## src/hw/rtl/ithp_pkg.sv

```systemverilog
// Shared constants and types for the IP transport header parser.
package ithp_pkg;

  localparam logic [15:0] LINK_HEADER_BYTES = 16'd14;

  localparam logic [7:0] PROTO_TCP    = 8'd6;
  localparam logic [7:0] PROTO_UDP    = 8'd17;
  localparam logic [7:0] PROTO_ICMP   = 8'd1;
  localparam logic [7:0] PROTO_ICMP6  = 8'd58;
  localparam logic [7:0] NH_FRAG      = 8'd44;
  localparam logic [7:0] NH_ESP       = 8'd50;
  localparam logic [7:0] NH_NONE      = 8'd59;

  localparam logic [3:0] VER_4 = 4'd4;
  localparam logic [3:0] VER_6 = 4'd6;

  localparam logic [1:0] ST_OK     = 2'd0;
  localparam logic [1:0] ST_NONE   = 2'd1;
  localparam logic [1:0] ST_BADVER = 2'd2;
  localparam logic [1:0] ST_TRUNC  = 2'd3;

  typedef enum logic [11:0] {
    PH_LINK   = 12'b0000_0000_0001,
    PH_V4HDR  = 12'b0000_0000_0010,
    PH_V6HDR  = 12'b0000_0000_0100,
    PH_V6ADDR = 12'b0000_0000_1000,
    PH_SKIP   = 12'b0000_0001_0000,
    PH_EXT    = 12'b0000_0010_0000,
    PH_TCP    = 12'b0000_0100_0000,
    PH_UDP    = 12'b0000_1000_0000,
    PH_ICMP   = 12'b0001_0000_0000,
    PH_OK     = 12'b0010_0000_0000,
    PH_NONE   = 12'b0100_0000_0000,
    PH_BADVER = 12'b1000_0000_0000
  } phase_t;

  typedef struct packed {
    logic [1:0]  parse_status;
    logic [3:0]  ip_version;
    logic [7:0]  protocol;
    logic [63:0] src_addr_hi;
    logic [63:0] src_addr_lo;
    logic [63:0] dst_addr_hi;
    logic [63:0] dst_addr_lo;
    logic [15:0] source_port;
    logic [15:0] dest_port;
    logic [63:0] seq_ack;
    logic [21:0] transport_info;
    logic [15:0] ip_total_length;
  } result_t;

endpackage

```

## src/hw/rtl/ithp_core.sv

```systemverilog
// Byte-at-a-time header parse state and result assembly.
module ithp_core (
  input  logic                 clk,
  input  logic                 rst_n,
  input  logic                 link_type,
  input  logic                 byte_vld,
  input  logic [7:0]           byte_data,
  input  logic                 byte_last,
  input  logic                 res_stall,
  output logic                 res_vld,
  output ithp_pkg::result_t    res
);

  ithp_pkg::phase_t phase_r, phase_nxt;
  logic [15:0] offs_r, offs_nxt;
  logic [3:0]  ihl_r, ihl_nxt;
  logic [7:0]  nh_r, nh_nxt;
  logic [11:0] skip_r, skip_nxt;
  logic [4:0]  idx_r, idx_nxt;
  logic [63:0] src0_r, src0_nxt, src1_r, src1_nxt;
  logic [63:0] dst0_r, dst0_nxt, dst1_r, dst1_nxt;
  logic [63:0] tf0_r, tf0_nxt, tf1_r, tf1_nxt, tf2_r, tf2_nxt;
  logic [3:0]  ver_r, ver_nxt;
  logic [15:0] len_r, len_nxt;
  logic [11:0] skip_dec;
  logic [11:0] ext_len;

  function automatic ithp_pkg::phase_t dispatch(input logic [3:0] ver, input logic [7:0] nh);
    ithp_pkg::phase_t ph;
    if (nh == ithp_pkg::PROTO_TCP) ph = ithp_pkg::PH_TCP;
    else if (nh == ithp_pkg::PROTO_UDP) ph = ithp_pkg::PH_UDP;
    else if ((ver == ithp_pkg::VER_4 && nh == ithp_pkg::PROTO_ICMP) ||
             (ver == ithp_pkg::VER_6 && nh == ithp_pkg::PROTO_ICMP6)) ph = ithp_pkg::PH_ICMP;
    else if (ver == ithp_pkg::VER_4 || nh == ithp_pkg::NH_FRAG || nh == ithp_pkg::NH_ESP ||
             nh == ithp_pkg::NH_NONE) ph = ithp_pkg::PH_NONE;
    else ph = ithp_pkg::PH_EXT;
    return ph;
  endfunction

  assign skip_dec = (skip_r != 12'd0) ? skip_r - 12'd1 : skip_r;
  assign ext_len  = {1'b0, byte_data, 3'b000} + 12'd6;

  always_comb begin
    phase_nxt = phase_r;
    offs_nxt  = offs_r;
    ihl_nxt   = ihl_r;
    nh_nxt    = nh_r;
    skip_nxt  = skip_r;
    idx_nxt   = idx_r;
    src0_nxt  = src0_r;
    src1_nxt  = src1_r;
    dst0_nxt  = dst0_r;
    dst1_nxt  = dst1_r;
    tf0_nxt   = tf0_r;
    tf1_nxt   = tf1_r;
    tf2_nxt   = tf2_r;
    ver_nxt   = ver_r;
    len_nxt   = len_r;
    unique case (phase_r)
      ithp_pkg::PH_LINK: begin
        if (!(link_type == 1'b0 && offs_r < ithp_pkg::LINK_HEADER_BYTES)) begin
          ver_nxt = byte_data[7:4];
          len_nxt = 16'd0;
          idx_nxt = 5'd1;
          if (byte_data[7:4] == ithp_pkg::VER_4) begin
            ihl_nxt   = byte_data[3:0];
            phase_nxt = ithp_pkg::PH_V4HDR;
          end else if (byte_data[7:4] == ithp_pkg::VER_6) begin
            phase_nxt = ithp_pkg::PH_V6HDR;
          end else begin
            phase_nxt = ithp_pkg::PH_BADVER;
          end
        end
      end
      ithp_pkg::PH_V4HDR: begin
        if (idx_r == 5'd2 || idx_r == 5'd3) len_nxt = {len_r[7:0], byte_data};
        else if (idx_r == 5'd9) nh_nxt = byte_data;
        else if (idx_r >= 5'd12 && idx_r <= 5'd15) src1_nxt = {32'd0, src1_r[23:0], byte_data};
        else if (idx_r >= 5'd16) dst1_nxt = {32'd0, dst1_r[23:0], byte_data};
        if (idx_r >= 5'd19) begin
          if (ihl_r > 4'd5) begin
            skip_nxt  = {6'd0, ihl_r - 4'd5, 2'b00};
            phase_nxt = ithp_pkg::PH_SKIP;
          end else begin
            idx_nxt   = 5'd0;
            phase_nxt = dispatch(ver_r, nh_r);
          end
        end else begin
          idx_nxt = idx_r + 5'd1;
        end
      end
      ithp_pkg::PH_V6HDR: begin
        if (idx_r == 5'd4 || idx_r == 5'd5) len_nxt = {len_r[7:0], byte_data};
        else if (idx_r == 5'd6) nh_nxt = byte_data;
        if (idx_r >= 5'd7) begin
          idx_nxt   = 5'd0;
          phase_nxt = ithp_pkg::PH_V6ADDR;
        end else begin
          idx_nxt = idx_r + 5'd1;
        end
      end
      ithp_pkg::PH_V6ADDR: begin
        unique case (idx_r[4:3])
          2'd0:    src0_nxt = {src0_r[55:0], byte_data};
          2'd1:    src1_nxt = {src1_r[55:0], byte_data};
          2'd2:    dst0_nxt = {dst0_r[55:0], byte_data};
          default: dst1_nxt = {dst1_r[55:0], byte_data};
        endcase
        if (idx_r == 5'd31) begin
          idx_nxt   = 5'd0;
          phase_nxt = dispatch(ver_r, nh_r);
        end else begin
          idx_nxt = idx_r + 5'd1;
        end
      end
      ithp_pkg::PH_EXT: begin
        if (idx_r == 5'd0) begin
          nh_nxt  = byte_data;
          idx_nxt = 5'd1;
        end else begin
          skip_nxt  = ext_len;
          phase_nxt = ithp_pkg::PH_SKIP;
        end
      end
      ithp_pkg::PH_SKIP: begin
        skip_nxt = skip_dec;
        if (skip_dec == 12'd0) begin
          idx_nxt   = 5'd0;
          phase_nxt = dispatch(ver_r, nh_r);
        end
      end
      ithp_pkg::PH_TCP: begin
        if (idx_r < 5'd4) tf0_nxt = {32'd0, tf0_r[23:0], byte_data};
        else if (idx_r < 5'd12) tf1_nxt = {tf1_r[55:0], byte_data};
        else if (idx_r == 5'd13) tf2_nxt = {42'd0, byte_data[5:0], tf2_r[15:0]};
        else if (idx_r >= 5'd14) tf2_nxt = {tf2_r[63:16], tf2_r[7:0], byte_data};
        if (idx_r >= 5'd15) phase_nxt = ithp_pkg::PH_OK;
        else idx_nxt = idx_r + 5'd1;
      end
      ithp_pkg::PH_UDP: begin
        if (idx_r < 5'd4) tf0_nxt = {32'd0, tf0_r[23:0], byte_data};
        else tf2_nxt = {tf2_r[63:16], tf2_r[7:0], byte_data};
        if (idx_r >= 5'd5) phase_nxt = ithp_pkg::PH_OK;
        else idx_nxt = idx_r + 5'd1;
      end
      ithp_pkg::PH_ICMP: begin
        tf2_nxt = {tf2_r[63:16], tf2_r[7:0], byte_data};
        if (idx_r >= 5'd1) phase_nxt = ithp_pkg::PH_OK;
        else idx_nxt = idx_r + 5'd1;
      end
      default: ;
    endcase
    if (offs_r != 16'hFFFF) offs_nxt = offs_r + 16'd1;
  end

  always_ff @(posedge clk) begin
    if (!rst_n) begin
      res_vld <= 1'b0;
    end else if (!res_stall) begin
      res_vld <= byte_vld && byte_last;
    end
    if (byte_vld && byte_last) begin
      priority case (phase_nxt)
        ithp_pkg::PH_OK:     res.parse_status <= ithp_pkg::ST_OK;
        ithp_pkg::PH_NONE:   res.parse_status <= ithp_pkg::ST_NONE;
        ithp_pkg::PH_BADVER: res.parse_status <= ithp_pkg::ST_BADVER;
        default:             res.parse_status <= ithp_pkg::ST_TRUNC;
      endcase
      res.ip_version      <= ver_nxt;
      res.protocol        <= nh_nxt;
      res.src_addr_hi     <= src0_nxt;
      res.src_addr_lo     <= src1_nxt;
      res.dst_addr_hi     <= dst0_nxt;
      res.dst_addr_lo     <= dst1_nxt;
      res.source_port     <= tf0_nxt[31:16];
      res.dest_port       <= tf0_nxt[15:0];
      res.seq_ack         <= tf1_nxt;
      res.transport_info  <= tf2_nxt[21:0];
      res.ip_total_length <= len_nxt;
    end
  end

  always_ff @(posedge clk) begin
    if (!rst_n || (byte_vld && byte_last)) begin
      phase_r <= ithp_pkg::PH_LINK;
      offs_r  <= 16'd0;
      ihl_r   <= 4'd0;
      nh_r    <= 8'd0;
      skip_r  <= 12'd0;
      idx_r   <= 5'd0;
      src0_r  <= 64'd0;
      src1_r  <= 64'd0;
      dst0_r  <= 64'd0;
      dst1_r  <= 64'd0;
      tf0_r   <= 64'd0;
      tf1_r   <= 64'd0;
      tf2_r   <= 64'd0;
      ver_r   <= 4'd0;
      len_r   <= 16'd0;
    end else if (byte_vld) begin
      phase_r <= phase_nxt;
      offs_r  <= offs_nxt;
      ihl_r   <= ihl_nxt;
      nh_r    <= nh_nxt;
      skip_r  <= skip_nxt;
      idx_r   <= idx_nxt;
      src0_r  <= src0_nxt;
      src1_r  <= src1_nxt;
      dst0_r  <= dst0_nxt;
      dst1_r  <= dst1_nxt;
      tf0_r   <= tf0_nxt;
      tf1_r   <= tf1_nxt;
      tf2_r   <= tf2_nxt;
      ver_r   <= ver_nxt;
      len_r   <= len_nxt;
    end
  end

endmodule

```

## src/hw/rtl/ip_transport_header_parser.sv

```systemverilog
// Top level: input register, parse core and skid-buffered result output.
// An accepted last word reaches out_valid via the input, core result and output registers.
// Throughput: one word per cycle; in_stall rises only when the skid stage is full,
// and the input register and parse core hold while it is full.
// Reset: synchronous active-low rst_n clears parse state, the link type (to
// Ethernet) and all valid flags; no clearing pass.
module ip_transport_header_parser (
  input  logic         clk,
  input  logic         rst_n,
  input  logic         cfg_wr_en,
  input  logic         cfg_wr_data,
  input  logic         in_valid,
  output logic         in_stall,
  input  logic [7:0]   in_data_byte,
  input  logic         in_last_byte,
  output logic         out_valid,
  input  logic         out_stall,
  output logic [1:0]   out_parse_status,
  output logic [3:0]   out_ip_version,
  output logic [7:0]   out_protocol,
  output logic [63:0]  out_src_addr_hi,
  output logic [63:0]  out_src_addr_lo,
  output logic [63:0]  out_dst_addr_hi,
  output logic [63:0]  out_dst_addr_lo,
  output logic [15:0]  out_source_port,
  output logic [15:0]  out_dest_port,
  output logic [63:0]  out_seq_ack,
  output logic [21:0]  out_transport_info,
  output logic [15:0]  out_ip_total_length
);

  logic              link_type_r;
  logic              ivld_r;
  logic [7:0]        ibyte_r;
  logic              ilast_r;
  logic              core_vld;
  logic              res_vld;
  ithp_pkg::result_t res;
  logic              ovld_r;
  ithp_pkg::result_t ores_r;
  logic              svld_r;
  ithp_pkg::result_t sres_r;
  logic              acc;

  assign in_stall = svld_r;
  assign acc      = in_valid && !in_stall;
  assign core_vld = ivld_r && !svld_r;

  always_ff @(posedge clk) begin
    if (!rst_n) begin
      link_type_r <= 1'b0;
      ivld_r      <= 1'b0;
    end else begin
      if (cfg_wr_en) link_type_r <= cfg_wr_data;
      if (!in_stall) ivld_r <= acc;
    end
    if (acc) begin
      ibyte_r <= in_data_byte;
      ilast_r <= in_last_byte;
    end
  end

  ithp_core u_core (
    .clk       (clk),
    .rst_n     (rst_n),
    .link_type (link_type_r),
    .byte_vld  (core_vld),
    .byte_data (ibyte_r),
    .byte_last (ilast_r),
    .res_stall (svld_r),
    .res_vld   (res_vld),
    .res       (res)
  );

  // hold a result in the skid stage while the output is stalled
  always_ff @(posedge clk) begin
    if (!rst_n) begin
      ovld_r <= 1'b0;
      svld_r <= 1'b0;
    end else begin
      if (!ovld_r || !out_stall) begin
        if (svld_r) begin
          ovld_r <= 1'b1;
          ores_r <= sres_r;
          svld_r <= 1'b0;
        end else begin
          ovld_r <= res_vld;
          ores_r <= res;
        end
      end else if (res_vld && !svld_r) begin
        svld_r <= 1'b1;
        sres_r <= res;
      end
    end
  end

  assign out_valid           = ovld_r;
  assign out_parse_status    = ores_r.parse_status;
  assign out_ip_version      = ores_r.ip_version;
  assign out_protocol        = ores_r.protocol;
  assign out_src_addr_hi     = ores_r.src_addr_hi;
  assign out_src_addr_lo     = ores_r.src_addr_lo;
  assign out_dst_addr_hi     = ores_r.dst_addr_hi;
  assign out_dst_addr_lo     = ores_r.dst_addr_lo;
  assign out_source_port     = ores_r.source_port;
  assign out_dest_port       = ores_r.dest_port;
  assign out_seq_ack         = ores_r.seq_ack;
  assign out_transport_info  = ores_r.transport_info;
  assign out_ip_total_length = ores_r.ip_total_length;

endmodule

```

## config.mk

```make
export PLATFORM = sky130hd
export DESIGN_NAME = ip_transport_header_parser
export DESIGN_NICKNAME = d
export VERILOG_FILES = /design/src/hw/rtl/ithp_pkg.sv /design/src/hw/rtl/ithp_core.sv /design/src/hw/rtl/ip_transport_header_parser.sv
export SDC_FILE = /design/constraint.sdc
export NUM_CORES = 2
export LEC_CHECK = 0
export BUFFER_PORTS_ARGS = -buffer_cell sky130_fd_sc_hd__buf_2
export CAP_MARGIN = 5
export CORE_ASPECT_RATIO = 1.4
export CORE_MARGIN = 5
export CORE_UTILIZATION = 30
export DETAILED_ROUTE_END_ITERATION = 10
export PLACE_DENSITY = 0.42
export RECOVER_POWER = 25
export SETUP_SLACK_MARGIN = 0.3
export SYNTH_ARGS = -nofsm -noshare
export SYNTH_HDL_FRONTEND = slang
export SYNTH_HIERARCHICAL = 1
export SYNTH_SLANG_ARGS = --single-unit
```

## constraint.sdc

```tcl
create_clock -name clk -period 102.7 [get_ports clk]
set_clock_uncertainty 0.15 [all_clocks]
set_input_delay 15.405 -clock clk [delete_from_list [all_inputs] [get_ports clk]]
set_output_delay 15.405 -clock clk [all_outputs]
set_load 0.02 [all_outputs]
```

==> summary.md <==
| Metric | Value |
|---|---|
| Status | `finished with violations` |
| Violated checks | `capacitance limit, slew limit` |
| H-tree depth reported by CTS | `4` |
| TritonRoute pass-1 iters | `7` |
| Die ar. | `between 200,000 and 250,000 um2` |
| TNS Setup | `0 ps` |
| Detail Route Antenna Nets | `0` |
| Max Slew Vio Count | `~620` |
| Max Freq | `between 50 and 60 MHz` |
| Hold/Removal Path Class | `reg2reg` |
| Starting DRC count in detailed routing | `a little over 2,000` |
| HPWL after DPL | `95,700 um` |
| Unrepaired setup endpoints after global routing | `false` |
| Clock-pin slew on the worst setup and hold paths | `60 ps` |
| Die X | `402 um` |
| Leading cell types in the layout, fill and taps excluded | `1,221 x edfxtp_1, 456 x dfxtp_1, 433 x mux2_2, 420 x buf_2, 362 x nand2_1` |
| GR Overflow Total | `0` |
| Sw frac | `roughly 22%` |
| Cell area after layout | `75,000 um2` |
| Largest fanout on the critical path | `39` |
| Combinational share of power | `about 4%` |
| # DRC | `0` |
| Commonest non-fill, non-tap cell in the layout | `edfxtp_1` |
| Routed WL | `159,000 um` |
| Area growth syn-to-layout | `16.5%` |
| Slew headroom | `-474%` |
| Sink Count | `around 1,700` |
| Clk buf depth | `4` |
| NetSw | `314 uW` |
| Initial Util | `~30%` |
| Worst vdd ir | `roughly 0.000011 V` |
| Fraction of registers with async set/reset | `0%` |
| Max stage delay on crit path | `about 1700 ps` |
| Setup ws final | `about 84,000 ps` |
| Crit path required time | `around 87,000 ps` |
| Crit path cell chain | `buf_2` |
| Hold buffer count at cts | `0` |
| Die Ht | `558 um` |
| Cell leakage power | `0.0284 uW` |
| Setup violators final | `0` |
| Max-cap violations | `9` |
| Synthesis-stage register bit count | `~1,700` |
| CP delay by family, top | `flip-flops` |
| Syn avg cell area | `roughly 15 um2` |
| Global Route Usage Sum | `roughly 14%` |
| Post-synth EDFFs | `1,221` |
| Post-route clock period utilization | `17.9%` |
| WP buf/inv | `1` |
| Port bufs | `420` |
| Share of cells above drive strength 1 | `roughly 28%` |
| Cell-internal power | `1110 uW` |
| Final Hold Viols | `0` |
| Sequential-to-total area share from yosys stat | `around 71%` |
| Largest net degree at the start of global routing | `between 100 and 150` |
| Pwr dens | `19.0 nW/um2` |
| Wire per inst | `around 21 um` |
| Synth Instances | `about 4,200` |
| Ports | `421` |
| Power Total | `between 1000 and 1500 uW` |
| Total number of vias | `about 35,000` |
| Site row count | `201` |
| Yosys cell types | `a little under 80` |
| Setup Crit Path Kind | `reg2out` |
| Setup Fix Bufs, Post-CTS | `0` |
| Initial antenna violation count | `10` |
| Nature of the critical path endpoint | `primary output` |
| Nets@finish | `4,635` |
| CTS root buf | `clkbuf_16` |
| Post-Syn Area | `about 64,000 um2` |
| Syn nets | `between 4,000 and 5,000` |
| First-pass GRT wire length | `roughly 240,000 um` |
| Gpl congestion | `0.794` |
| DP Worst Slack | `approximately 84,000 ps` |
| Post-CTS Resized | `0` |
| Vias in the first global route | `approximately 35,000` |
| Post-synth top flop | `edfxtp_1` |
| Clk pwr share | `about 44%` |
| Avg Vias per Cell | `~4.6` |
| Post-DP Area | `69,500 um2` |
| Critical path's slowest cell | `dfxtp_1` |
| CTS tree | `built` |
| Crit path launch type | `register` |
| Worst path arrival time | `2860 ps` |
| Yosys warning count | `6` |
| Skew-Pair Late Insertion Delay | `810 ps` |
| Flop pwr share | `between 50% and 60%` |
| Minimum clock period | `18,420 ps` |
| Num CTS Buffers | `between 150 and 200` |
| Slew @ Worst Pin | `roughly 8600 ps` |
| Core ar. | `between 200,000 and 250,000 um2` |
| Core Util, Final | `35.0%` |
==> path summary, 6_finish.rpt <==
kind	from	end	slack (ps)	cells after the start
max	in_stall	in_stall	84280	1
min	u_core/res[211]	sres_r[211]	280	0
min reg2reg	u_core/res[211]	sres_r[211]	280	0
max reg2reg	in_stall	out_transport_info[3]	91800	3
==> cells by family (layout without fill, tap and decap cells) <==
kind of cell               Yosys count  in the layout  share of synthesized area (%)
DFF                               1677           1677                           71.1
and+or+nand+nor                    870            870                           6.31
muxes                              812            812                           14.0
AOI/OAI and AO/OA                  540            540                           6.24
buffers and inverters              284            819                           1.82
xor gates and xnor gates            22             22                          0.299
adders and majority gates           10             10                          0.194
other                                0              7                              0
==> synth_stat cells (all sizes together) (4+ instances only) <==
| cell | instances | area [um2] |
|---|---|---|
| o211a | 145 | 1450 |
| buf | 70 | 369 |
| xnor2 | 11 | 96.3 |
| mux2i | 94 | 941 |
| o21ai | 36 | 180 |
| or4 | 8 | 63.8 |
| xor2 | 11 | 96.3 |
| and2 | 5 | 31.3 |
| a211oi | 7 | 52.6 |
| and3b | 4 | 35.0 |
| o31ai | 11 | 82.6 |
| nor2b | 8 | 50.1 |
| a221oi | 4 | 35.0 |
| o21a | 15 | 113 |
| ha | 10 | 125 |
| or2 | 150 | 938 |
| o211ai | 4 | 30.0 |
| nand4 | 23 | 144 |
| and3 | 5 | 31.3 |
| nand2b | 4 | 25.0 |
| dfxtp | 456 | 9130 |
| nor3 | 39 | 205 |
| nand3 | 27 | 140 |
| or3 | 6 | 37.5 |
| a21oi | 183 | 916 |
| mux2 | 718 | 8090 |
| nor3b | 8 | 65.1 |
| inv | 24 | 90.1 |
| a31oi | 11 | 68.8 |
| nor4 | 18 | 113 |
| a22o | 80 | 701 |
| nand2 | 367 | 1380 |
| a21boi | 5 | 37.5 |
| o22ai | 6 | 37.5 |
| o41ai | 4 | 35.0 |
| a41oi | 4 | 35.0 |
| nor2 | 186 | 698 |
| edfxtp | 1221 | 36700 |
| clkbuf | 190 | 714 |
==> cell type report <==
class,count,area (um2)
diodes,7,17.5
clock buffers,241,4860
clock inverters,80,684
fillers,20600,139000
inverters,24,98.8
multi-input cells,2254,17500
flip-flops and latches,1677,45800
well taps,2842,3560
repair buffers,474,2490
==> sequential cells by signal, summed over array words and instances (netlist names), 12 cells and up <==
signal and cells:
out_dst_addr_hi 64, u_core/src0_r 64, u_core/res 404, out_dest_port 16
out_source_port 16, out_src_addr_hi 64, sres_r 404, u_core/len_r 16
u_core/src1_r 64, u_core/offs_r 16, out_seq_ack 64, u_core/tf0_r 32
out_dst_addr_lo 64, out_src_addr_lo 64, out_ip_total_length 16, u_core/dst1_r 64
u_core/tf2_r 22, u_core/phase_r 12, u_core/tf1_r 64, u_core/skip_r 12
out_transport_info 22, u_core/dst0_r 64
==> routing by layer <==
| layer | share of wire [%] | up-vias | wire (um) | GRT usage (%) |
|---|---|---|---|---|
| met5 | 0 | - | 0 | 0 |
| met4 | 2.2 | 0 | 3490 | 3.45 |
| met3 | 4.2 | 230 | 6700 | 2.24 |
| met2 | 46 | 787 | 72600 | 21.7 |
| met1 | 48 | 17500 | 76700 | 19.7 |
| li1 | - | 16600 | - | - |
==> power by group through the flow <==
stage	sequential [uW]	combinational, uW	clock (uW)
6_report	747	57.0	622
4_1_cts	747	59.0	650
3_3_place_gp	761	58.4	0
5_1_grt	748	61.9	677
2_1_floorplan	773	28.0	0
3_5_place_dp	761	58.7	0
==> per-stage QoR <==
stage | hold slack (ps) | std cells
2_1_floorplan | 269 | 4215
4_1_cts | 280 | 7592
3_5_place_dp | 278 | 7271
5_1_grt | 291 | 7593
3_3_place_gp | 275 | 7271
6_report | 277 | 7599
Note: power is estimated with default switching activity, not from simulation.
